## src/hdl/fcpt_pkg.sv

```systemverilog
// Shared types, constants and the quarter-wave sine builder for the FOC transform unit.
package fcpt_pkg;

    localparam int unsigned SINE_ADDR_BITS_DEF = 10;
    localparam int unsigned SINE_ADDR_BITS_MIN = 6;
    localparam int unsigned SINE_ADDR_BITS_MAX = 14;

    localparam logic signed [15:0] Q_MAX = 16'sh7FFF;
    localparam logic signed [15:0] Q_MIN = -16'sh8000;

    // sqrt(3)/2 in Q0.16
    localparam logic [16:0] SQRT3_HALF_Q16 = 17'd56756;

    // odd polynomial coefficients of sin(pi/2 * x), Q30
    localparam longint unsigned C1_Q30 = 64'd1686629713;
    localparam longint unsigned C3_Q30 = 64'd693598668;
    localparam longint unsigned C5_Q30 = 64'd85569306;
    localparam longint unsigned C7_Q30 = 64'd5026995;
    localparam longint unsigned C9_Q30 = 64'd172272;

    typedef enum logic [1:0] {
        CMD_CLARKE = 2'd0,
        CMD_PARK   = 2'd1,
        CMD_IPARK  = 2'd2,
        CMD_SECTOR = 2'd3
    } t_cmd;

    typedef struct packed {
        t_cmd       cmd;
        logic [2:0] sector;
    } t_item_ctl;

    // Quarter-wave entry k of 2^b steps, Q1.15; only ever called with constant arguments.
    function automatic logic [14:0] quarter_sine(input int unsigned k, input int unsigned b);
        longint unsigned n;
        longint unsigned x;
        longint unsigned x2;
        longint unsigned t;
        longint unsigned s;
        n = 64'd1 << b;
        if (64'(k) >= n) begin
            return 15'h7FFF;
        end
        x  = 64'(k) << (30 - b);
        x2 = (x * x) >> 30;
        t  = C9_Q30;
        t  = C7_Q30 - ((x2 * t) >> 30);
        t  = C5_Q30 - ((x2 * t) >> 30);
        t  = C3_Q30 - ((x2 * t) >> 30);
        t  = C1_Q30 - ((x2 * t) >> 30);
        s  = (x * t) >> 30;
        s  = (s + 64'd16384) >> 15;
        if (s > 64'd32767) begin
            s = 64'd32767;
        end
        return s[14:0];
    endfunction

endpackage

```

## src/hdl/fcpt_product_stage.sv

```systemverilog
// Product stage: rotation and Clarke products, Clarke sum and sector number.
module fcpt_product_stage (
    input  logic                  i_clk,
    input  logic                  i_en,
    input  fcpt_pkg::t_cmd        i_cmd,
    input  logic signed [15:0]    i_a,
    input  logic signed [15:0]    i_b,
    input  logic signed [15:0]    i_c,
    input  logic [15:0]           i_angle,
    input  logic signed [15:0]    i_sin,
    input  logic signed [15:0]    i_cos,
    output fcpt_pkg::t_item_ctl   o_ctl,
    output logic signed [31:0]    o_acos,
    output logic signed [31:0]    o_bsin,
    output logic signed [31:0]    o_bcos,
    output logic signed [31:0]    o_asin,
    output logic signed [33:0]    o_clarke_prod,
    output logic signed [18:0]    o_clarke_sum
);
    import fcpt_pkg::*;

    logic signed [16:0] w_diff;
    logic signed [34:0] w_kprod;
    logic [18:0]        w_ang6;
    t_item_ctl          n_ctl;

    t_item_ctl          r_ctl;
    logic signed [31:0] r_acos;
    logic signed [31:0] r_bsin;
    logic signed [31:0] r_bcos;
    logic signed [31:0] r_asin;
    logic signed [33:0] r_clarke_prod;
    logic signed [18:0] r_clarke_sum;

    assign w_diff  = 17'(i_b) - 17'(i_c);
    assign w_kprod = 35'(w_diff) * 35'(signed'({1'b0, SQRT3_HALF_Q16}));

    // angle * 6 as shift-and-add; top bits give the sixty-degree sector
    assign w_ang6 = {1'b0, i_angle, 2'b00} + {2'b00, i_angle, 1'b0};

    always_comb begin
        n_ctl.cmd    = i_cmd;
        n_ctl.sector = (i_cmd == CMD_SECTOR) ? (w_ang6[18:16] + 3'd1) : 3'd0;
    end

    always_ff @(posedge i_clk) begin
        if (i_en) begin
            r_ctl         <= n_ctl;
            r_acos        <= i_a * i_cos;
            r_bsin        <= i_b * i_sin;
            r_bcos        <= i_b * i_cos;
            r_asin        <= i_a * i_sin;
            r_clarke_prod <= w_kprod[33:0];
            r_clarke_sum  <= 19'(i_a) + 19'(i_a) - 19'(i_b) - 19'(i_c);
        end
    end

    assign o_ctl         = r_ctl;
    assign o_acos        = r_acos;
    assign o_bsin        = r_bsin;
    assign o_bcos        = r_bcos;
    assign o_asin        = r_asin;
    assign o_clarke_prod = r_clarke_prod;
    assign o_clarke_sum  = r_clarke_sum;

endmodule

```

## config.mk

```make
export PLATFORM = sky130hd
export DESIGN_NAME = fcpt_product_stage
export DESIGN_NICKNAME = d
export VERILOG_FILES = /design/src/hdl/fcpt_pkg.sv /design/src/hdl/fcpt_product_stage.sv
export SDC_FILE = /design/constraint.sdc
export NUM_CORES = 2
export LEC_CHECK = 0
export CAP_MARGIN = 20
export CORE_UTILIZATION = 40
export CTS_BUF_LIST = sky130_fd_sc_hd__clkbuf_4 sky130_fd_sc_hd__clkbuf_8 sky130_fd_sc_hd__clkbuf_16
export DETAILED_ROUTE_END_ITERATION = 6
export DONT_BUFFER_PORTS = 1
export PLACE_DENSITY = 0.56
export SLEW_MARGIN = 20
export SYNTH_ARGS = -nofsm -noshare
export SYNTH_HDL_FRONTEND = slang
export SYNTH_SLANG_ARGS = --single-unit
```

## constraint.sdc

```tcl
create_clock -name i_clk -period 21.9 [get_ports i_clk]
set_input_delay 4.38 -clock i_clk [delete_from_list [all_inputs] [get_ports i_clk]]
set_output_delay 4.38 -clock i_clk [all_outputs]
set_load 0.05 [all_outputs]
```

==> reports/metrics.yaml <==
grt:
  grt_pass1_wl_mm: 218.3
  grt-ovfl-total: 0
  grt_max_degree: 185
  grt_pass1_vias: 38738
  grt.total_usage: 0.2146
  antenna_found_initial: 12
route:
  drt.antenna.violating_nets: 0
  viasPerCell: 4.952
  routed_wirelength_mm: 132.8
  vias: 34647
  drc_errors: 0
  wl_per_cell_um: 18.99
  drt_first_iter_violations: 1763
  first_pass_iters: 5
clock_network:
  ctsHoldBuffers: 0
  cts_resized: 0
  clk_pin_slew_ps: 100
  cts.sinks: 184
  clock_path_buffers: 2
  cts_inserted_buffers: 17
  clock-root-buffer: "clkbuf_16"
  cts_tree: "built"
  postCtsSetupBuffers: 0
  cts-htree-levels: 4
synth:
  postSynthCellCount: 5414
  ys_warn_count: 0
  ys_seq_area_frac: 0.1050
  yosys-top-cells-count: "inv_1, fa_1, nand2_1"
  syn_area_um2: 52610
  yosys.area.top_type: "fa_1"
  ys_ff_latch: 184
  avgSynthCellArea_um2: 9.717
  synth_cell_types: 72
  synth.area.top_cells: "fa_1, ha_1, edfxtp_1"
  ys.flop_type: "edfxtp_1"
  async_flop_share: 0
  synth-edff-count: 184
  yosysTopAreaCellShare: 0.4517
  synth_most_common_cell: "inv_1"
worst_setup_path:
  end_kind: "register"
  slowest_stage: "o41ai_1"
  required_ps: 22180
  worst_setup_path_start_kind: "input pin"
  critical-path-max-stage-delay_ps: 580
  path_class: "in -> reg"
  critical_path.most_common_cell: "fa_1"
  cp_data_arrival_time_ps: 12220
  critPathTopFamily: "adder cells"
  worstPathMaxFanout: 7
  cp.buffers_inverters: 3
sta:
  rsz0062_at_grt: "false"
  finalHoldViolCount: 0
  fin_crit_ps: 11930
  timing.setup.tns_ps: 0
  drv_slew: 0
  relSlewSlack: 0.2347
  min_period_over_period: 0.5449
  setup_viol: 0
  fmax_mhz: 83.80
  max_slew.worst_pin.slew_ps: 1119
run:
  drv_cap: 0
floorplanning:
  fp.dieH_um: 364.7
  rows: 132
  die_x_um: 364.7
  ios: 286
  core_um2: 130000
  initial_core_util: 0.4047
  dieArea_um2: 133000
layout:
  stdcell_area_um2: 54750
  areaGrowthSynthToFinish_pct: 4.074
  layout.nets: 7030
  drive_above_1_share: 0.008954
place:
  port_buffers: 0
  place_area_um2: 54060
  routabilityCongestion: 0.8957
  dp.final_hpwl_mm: 105.0
worst_hold_path:
  holdCritStartpoint: "i_cmd[1]"
  hold_path.class: "in -> reg"
  hold_depth: 0
  hold_end: "o_ctl[4]$_DFFE_PP_"
run_status:
  status: "finished, final reports clean"
==> registers in the layout, summed over array words and instances (netlist names) <==
| name | count |
|---|---|
| o_acos | 32 |
| o_clarke_sum | 19 |
| o_bsin | 32 |
| o_bcos | 32 |
| o_asin | 32 |
| o_clarke_prod | 32 |
| o_ctl | 5 |
==> how the worst max path moves through the flow <==
| stage | startpoint | end | slack [ps] | cells after the start |
|---|---|---|---|---|
| finish | i_c[1] | o_clarke_prod[33]$_DFFE_PP_ | 9970 | 29 |
| global route | i_c[1] | o_clarke_prod[33]$_DFFE_PP_ | 9580 | 29 |
| CTS | i_b[1] | o_clarke_prod[33]$_DFFE_PP_ | 10010 | 28 |
| detailed placement | i_b[1] | o_clarke_prod[33]$_DFFE_PP_ | 9410 | 28 |
| global placement | i_c[1] | o_clarke_prod[33]$_DFFE_PP_ | 9540 | 29 |
| floorplan | i_b[0] | o_clarke_prod[25]$_DFFE_PP_ | 9660 | 30 |
==> placed cells by master, fill, tap and decap left out, types with 8 or more instances in the layout <==
master / synthesis / routed
or3_1: 8 / 8
ha_1: 506 / 506
nand4_1: 8 / 8
and3_1: 21 / 21
nor2b_1: 19 / 19
nor2_1: 102 / 102
and2_1: 417 / 417
a211oi_1: 22 / 22
o21ai_0: 44 / 44
clkbuf_16: 0 / 17
a2111oi_0: 10 / 10
nand3_1: 24 / 24
nand2_1: 651 / 651
nand2b_1: 39 / 39
a21oi_1: 115 / 115
xor2_1: 52 / 52
inv_1: 1351 / 1351
edfxtp_1: 184 / 184
o211ai_1: 12 / 12
o21a_1: 18 / 18
xnor2_1: 153 / 153
fa_1: 1187 / 1187
a211o_1: 9 / 9
o21bai_1: 25 / 25
a31oi_1: 17 / 17
a21o_1: 69 / 69
nor3_1: 45 / 45
o21ai_1: 21 / 21
==> logic make-up (layout without fill, tap and decap cells) <==
family / Yosys count / count (layout) / synth area share
multiplexers: 2 / 2 / 0.0003805
flip-flops: 184 / 184 / 0.1050
other: 1 / 8 / 0.00007128
adder cells (fa/ha/maj): 1693 / 1693 / 0.5720
buffers and inverters: 1551 / 1385 / 0.1108
AND/OR/NAND/NOR: 1360 / 1360 / 0.1248
XOR/XNOR: 205 / 205 / 0.03413
AO/OA/AOI/OAI: 418 / 418 / 0.05277
==> through the flow <==
stage	hold slack, ps	utilization	instances	setup slack (ps)
floorplan	4479	-	5415	9663
global placement	4479	0.4159	6960	9535
detailed placement	4479	0.4159	6960	9405
CTS	3838	0.4211	6991	10010
global route	3857	0.4212	6993	9583
finish	3903	0.4212	6997	9966
==> cell type report <==
cell class / instances / area (µm²)
fillers: 12789 / 75230
multi-input cells: 3680 / 41260
flip-flops and latches: 184 / 5525
inverters: 1351 / 5071
well taps: 1742 / 2180
clock buffers: 19 / 440.4
clock inverters: 12 / 240.2
repair buffers: 3 / 22.52
diodes: 6 / 15.01
==> per-layer routing <==
| layer | global-route usage | part of all wire | vias to the layer above |
|---|---|---|---|
| met5 | 0 | 0.00017 | - |
| met4 | 0.05042 | 0.019 | 6 |
| met3 | 0.04592 | 0.062 | 107 |
| met2 | 0.3578 | 0.48 | 761 |
| met1 | 0.2842 | 0.44 | 17981 |
| li1 | - | - | 15792 |
Power is left out: the tool's default activity adds up to more than one toggle a clock period on the data nets, which glitch-free logic cannot reach.
