**src/hdl/fcpt_pkg.sv**
```systemverilog
// Shared types, constants and the quarter-wave sine builder for the FOC transform unit.
package fcpt_pkg;

    localparam int unsigned SINE_ADDR_BITS_DEF = 10;
    localparam int unsigned SINE_ADDR_BITS_MIN = 6;
    localparam int unsigned SINE_ADDR_BITS_MAX = 14;

    localparam logic signed [15:0] Q_MAX = 16'sh7FFF;
    localparam logic signed [15:0] Q_MIN = -16'sh8000;

    // sqrt(3)/2 in Q0.16
    localparam logic [16:0] SQRT3_HALF_Q16 = 17'd56756;

    // odd polynomial coefficients of sin(pi/2 * x), Q30
    localparam longint unsigned C1_Q30 = 64'd1686629713;
    localparam longint unsigned C3_Q30 = 64'd693598668;
    localparam longint unsigned C5_Q30 = 64'd85569306;
    localparam longint unsigned C7_Q30 = 64'd5026995;
    localparam longint unsigned C9_Q30 = 64'd172272;

    typedef enum logic [1:0] {
        CMD_CLARKE = 2'd0,
        CMD_PARK   = 2'd1,
        CMD_IPARK  = 2'd2,
        CMD_SECTOR = 2'd3
    } t_cmd;

    typedef struct packed {
        t_cmd       cmd;
        logic [2:0] sector;
    } t_item_ctl;

    // Quarter-wave entry k of 2^b steps, Q1.15; only ever called with constant arguments.
    function automatic logic [14:0] quarter_sine(input int unsigned k, input int unsigned b);
        longint unsigned n;
        longint unsigned x;
        longint unsigned x2;
        longint unsigned t;
        longint unsigned s;
        n = 64'd1 << b;
        if (64'(k) >= n) begin
            return 15'h7FFF;
        end
        x  = 64'(k) << (30 - b);
        x2 = (x * x) >> 30;
        t  = C9_Q30;
        t  = C7_Q30 - ((x2 * t) >> 30);
        t  = C5_Q30 - ((x2 * t) >> 30);
        t  = C3_Q30 - ((x2 * t) >> 30);
        t  = C1_Q30 - ((x2 * t) >> 30);
        s  = (x * t) >> 30;
        s  = (s + 64'd16384) >> 15;
        if (s > 64'd32767) begin
            s = 64'd32767;
        end
        return s[14:0];
    endfunction

endpackage

```
**src/hdl/fcpt_result_stage.sv**
```systemverilog
// Result stage: combine products, round half up, saturate to Q1.15.
module fcpt_result_stage (
    input  logic                  i_clk,
    input  logic                  i_en,
    input  fcpt_pkg::t_item_ctl   i_ctl,
    input  logic signed [31:0]    i_acos,
    input  logic signed [31:0]    i_bsin,
    input  logic signed [31:0]    i_bcos,
    input  logic signed [31:0]    i_asin,
    input  logic signed [33:0]    i_clarke_prod,
    input  logic signed [18:0]    i_clarke_sum,
    output logic signed [15:0]    o_x,
    output logic signed [15:0]    o_y,
    output logic [2:0]            o_sector,
    output logic                  o_saturated
);
    import fcpt_pkg::*;

    logic signed [34:0] w_xf;
    logic signed [34:0] w_yf;
    logic signed [15:0] n_x;
    logic signed [15:0] n_y;
    logic               n_sat;

    logic signed [15:0] r_x;
    logic signed [15:0] r_y;
    logic [2:0]         r_sector;
    logic               r_sat;

    always_comb begin
        case (i_ctl.cmd)
            CMD_CLARKE: begin
                w_xf = (35'(i_clarke_sum) + 35'sd1) >>> 1;
                w_yf = (35'(i_clarke_prod) + 35'sd32768) >>> 16;
            end
            CMD_PARK: begin
                w_xf = (35'(i_acos) + 35'(i_bsin) + 35'sd16384) >>> 15;
                w_yf = (35'(i_bcos) - 35'(i_asin) + 35'sd16384) >>> 15;
            end
            CMD_IPARK: begin
                w_xf = (35'(i_acos) - 35'(i_bsin) + 35'sd16384) >>> 15;
                w_yf = (35'(i_bcos) + 35'(i_asin) + 35'sd16384) >>> 15;
            end
            default: begin
                w_xf = '0;
                w_yf = '0;
            end
        endcase

        n_sat = 1'b0;
        if (w_xf > 35'(Q_MAX)) begin
            n_x   = Q_MAX;
            n_sat = 1'b1;
        end else if (w_xf < 35'(Q_MIN)) begin
            n_x   = Q_MIN;
            n_sat = 1'b1;
        end else begin
            n_x = w_xf[15:0];
        end
        if (w_yf > 35'(Q_MAX)) begin
            n_y   = Q_MAX;
            n_sat = 1'b1;
        end else if (w_yf < 35'(Q_MIN)) begin
            n_y   = Q_MIN;
            n_sat = 1'b1;
        end else begin
            n_y = w_yf[15:0];
        end
    end

    always_ff @(posedge i_clk) begin
        if (i_en) begin
            r_x      <= n_x;
            r_y      <= n_y;
            r_sector <= i_ctl.sector;
            r_sat    <= n_sat;
        end
    end

    assign o_x         = r_x;
    assign o_y         = r_y;
    assign o_sector    = r_sector;
    assign o_saturated = r_sat;

endmodule

```
**config.mk**
```make
export PLATFORM = sky130hd
export DESIGN_NAME = fcpt_result_stage
export DESIGN_NICKNAME = d
export VERILOG_FILES = /design/src/hdl/fcpt_pkg.sv /design/src/hdl/fcpt_result_stage.sv
export SDC_FILE = /design/constraint.sdc
export NUM_CORES = 1
export LEC_CHECK = 0
export ABC_AREA = 1
export BUFFER_PORTS_ARGS = -buffer_cell sky130_fd_sc_hd__buf_4
export CORE_MARGIN = 2
export CORE_UTILIZATION = 50
export CTS_CLUSTER_DIAMETER = 60
export CTS_CLUSTER_SIZE = 24
export DETAILED_ROUTE_END_ITERATION = 12
export GPL_TIMING_DRIVEN = 0
export PLACE_DENSITY = 0.76
export REMOVE_ABC_BUFFERS = 1
export SYNTH_ARGS = -nofsm -noshare
export SYNTH_HDL_FRONTEND = slang
export SYNTH_SLANG_ARGS = --single-unit
```
**constraint.sdc**
```tcl
create_clock -name i_clk -period 3.9 [get_ports i_clk]
set_input_delay 0.78 -clock i_clk [delete_from_list [all_inputs] [get_ports i_clk]]
set_output_delay 0.78 -clock i_clk [all_outputs]
set_load 0.05 [all_outputs]
```
==> flow_metrics.tcl <==
set metrics [dict create \
    hold_viol 0 \
    max_freq_mhz 281 \
    netlist.area_leader.share 0.264 \
    synth_seq_cells 36 \
    slew_violations 0 \
    ctsLongestPathBuffers 2 \
    status "completed" \
    tns_ns 0 \
    nets 2645 \
    synth_top_cell_by_area "ha_1" \
    finish.instance_area_mm2 0.0139 \
    hold_class "input port to flop" \
    yosys_warnings 0 \
    n_antenna_cell 0 \
    yosys-top-cells-area "ha_1, nand2_1, inv_1, edfxtp_1, a21oi_1" \
    synth_compound_area_frac 0.146 \
    synth_cell_types 42 \
    drt_iter0_markers 982 \
    switching_power_mw 1.69 \
    syn2layout_area_growth_pct 17.3 \
    drc 0 \
    dp_hpwl_mm 33.3 \
    synth_top_family_by_area "simple AND/OR/NAND/NOR gates" \
    drt-pass1-iter-count 8 \
    final_cell_mix "nand2_1, inv_1, ha_1, buf_4, nor2_1" \
    grt_pass1_wl_mm 58.8 \
    swShare 0.521 \
    p_int_mw 1.56 \
    setup.worst_path.end_class "flop" \
    cts_setup_buffers 0 \
    start_kind "input port" \
    cp_common_cell "nand2_1" \
    crit_path_max_fanout 16 \
    initial_core_util 0.507 \
    drv_cap 0 \
    cts_tree "done" \
    num_rows 56 \
    clkTransAtPathRegs_ns 0.06 \
    die_height_um 158 \
    max-vdd-ir-drop_v 0.000171 \
    dp.cells 2519 \
    postCtsHoldBufs 0 \
    synthArstFlopShare 0 \
    setup_viol 0 \
    gp_routability_congestion 1.07 \
    power_frac_seq 0.167 \
    htreeDepth 2 \
    final_common_cell "nand2_1" \
    rsz0062_at_grt "false" \
    die_x_um 158 \
    detailed_place.area_mm2 0.0137 \
    yosys.area_share.xor_xnor 0.00962 \
    cts_root_buffer "clkbuf_16" \
    routedWlPerCell_um 15.0 \
    syn_avg_cell_area_um2 5.91 \
    post-route-min-period_ns 3.55 \
    routed_wl_mm 37.8 \
    combPwrFrac 0.712 \
    yosysSeqAreaShare 0.0914 \
    pwr_density_cell_mw_per_mm2 234 \
    crit_path_cell_trace "buf_4 -> ha_1 -> ha_1 -> a21oi_1 -> o21ai_0 -> a21oi_1 -> nand2_1 -> nand2_1 -> nand3_1 -> nand2_1 -> nor2_1 -> nor2_1 -> nand3_1 -> nand2_2 -> nand4_1" \
    synthSimpleGateAreaFrac 0.375 \
    ant_nets 0 \
    syn_area_mm2 0.0118 \
    grt_overflow 0 \
    ys.flop_type "edfxtp_1" \
    worst_pin_slew_ns 0.903 \
    layout-drive-gt1-share 0.130 \
    cts.sinks 36 \
    pin_count 224 \
    p_clk_frac 0.122 \
    vias 13400 \
    synth_edf_count 36 \
    yosys.area_share.adder 0.264 \
    grt_usage 0.298 \
    cts-buffers-inserted 5 \
    crit_required_ns 3.91 \
    stdcell_count 2527 \
    grt_antenna_before_repair 0 \
    syn_inst 2003 \
    io_buffers 208 \
    criticalPathCategory "input port to flop" \
    period_share 0.912 \
    yosys-mux-area-fraction 0 \
    core_mm2 0.0233 \
    crit_arrival_ns 3.57 \
    p_leak_nw 8.01 \
    viasPerCell 5.31 \
    grt_pass1_vias 12000 \
    relSlewSlack 0.397 \
    grt_max_degree 37 \
    cpMaxStageDelayCell "ha_1" \
    dieArea_mm2 0.0249 \
    ctsResizeCount 0 \
    max_stage_delay_ns 0.39 \
]
[area by class of cell]
cell class | instances | area, um2
Clock buffer | 5 | 125
Clock inverter | 3 | 18.8
Fill cell | 2331 | 9450
Inverter | 328 | 1230
Multi-Input combinational cell | 1625 | 9420
Sequential cell | 36 | 1080
Tap cell | 319 | 399
Timing Repair Buffer | 211 | 1600
[metal layers]
metal	GRT usage	part of all wire
met1	0.412	0.45
met5	0	0
met3	0.0364	0.082
met2	0.493	0.44
met4	0.0675	0.021
[flip-flops by register name (all words and copies together), names as in the netlist]
register	flops
o_sector	3
o_y	16
o_saturated	1
o_x	16
[worst max-delay path: cells and delay by family]
kind / cells / cell delay [ns]
buffers and inverters: 1 / 0.11
AND/OR/NAND/NOR: 9 / 1.27
AO/OA/AOI/OAI: 3 / 0.72
adder cells (fa/ha/maj): 2 / 0.69
[power by group through the flow]
stage | Combinational (mW) | Sequential, mW | Clock, mW
3_3_place_gp | 2.25 | 0.548 | 0
6_report | 2.31 | 0.542 | 0.396
2_1_floorplan | 1.33 | 0.764 | 0
5_1_grt | 2.58 | 0.548 | 0.414
3_5_place_dp | 2.28 | 0.548 | 0
4_1_cts | 2.29 | 0.542 | 0.404
[path summary, 6_finish.rpt]
| check | startpoint | to | slack [ns] | depth (start not counted) |
|---|---|---|---|---|
| worst max-delay path | i_bcos[15] | o_saturated | 0.35 | 15 |
| worst min-delay path | i_ctl[1] | o_sector[1] | 0.67 | 1 |
[synth_stat cells, types with 6 or more instances]
cell      instances
edfxtp_1         36
ha_1            250
o211ai_1         10
o21ai_0          88
o221ai_1          6
xor2_1            9
a21oi_1         166
nand2_2          19
nor3_1           20
nand3_1         150
inv_1           328
nand4_1          13
o21bai_1          7
a21o_1           12
nand3b_1          7
or2_2            23
nand2_1         585
nor2_1          201
a31oi_1           6
[cells by family after synthesis]
| logic type | count (synthesis) |
|---|---|
| compound gates | 315 |
| simple gates | 1047 |
| buf+inv | 342 |
| flops | 36 |
| fa+ha+maj | 250 |
| xor+xnor | 13 |
[through the flow]
stage | hold slack [ns] | util | total power [mW] | worst slack, ns
4_1_cts | 0.663 | 0.595 | 3.23 | 0.495
3_5_place_dp | 0.960 | 0.589 | 2.82 | 0.201
2_1_floorplan | 0.879 | - | 2.10 | 0.824
3_3_place_gp | 0.959 | 0.587 | 2.80 | -0.433
6_report | 0.668 | 0.595 | 3.25 | 0.345
5_1_grt | 0.665 | 0.595 | 3.54 | 0.169
(Power assumes the default switching activity.)
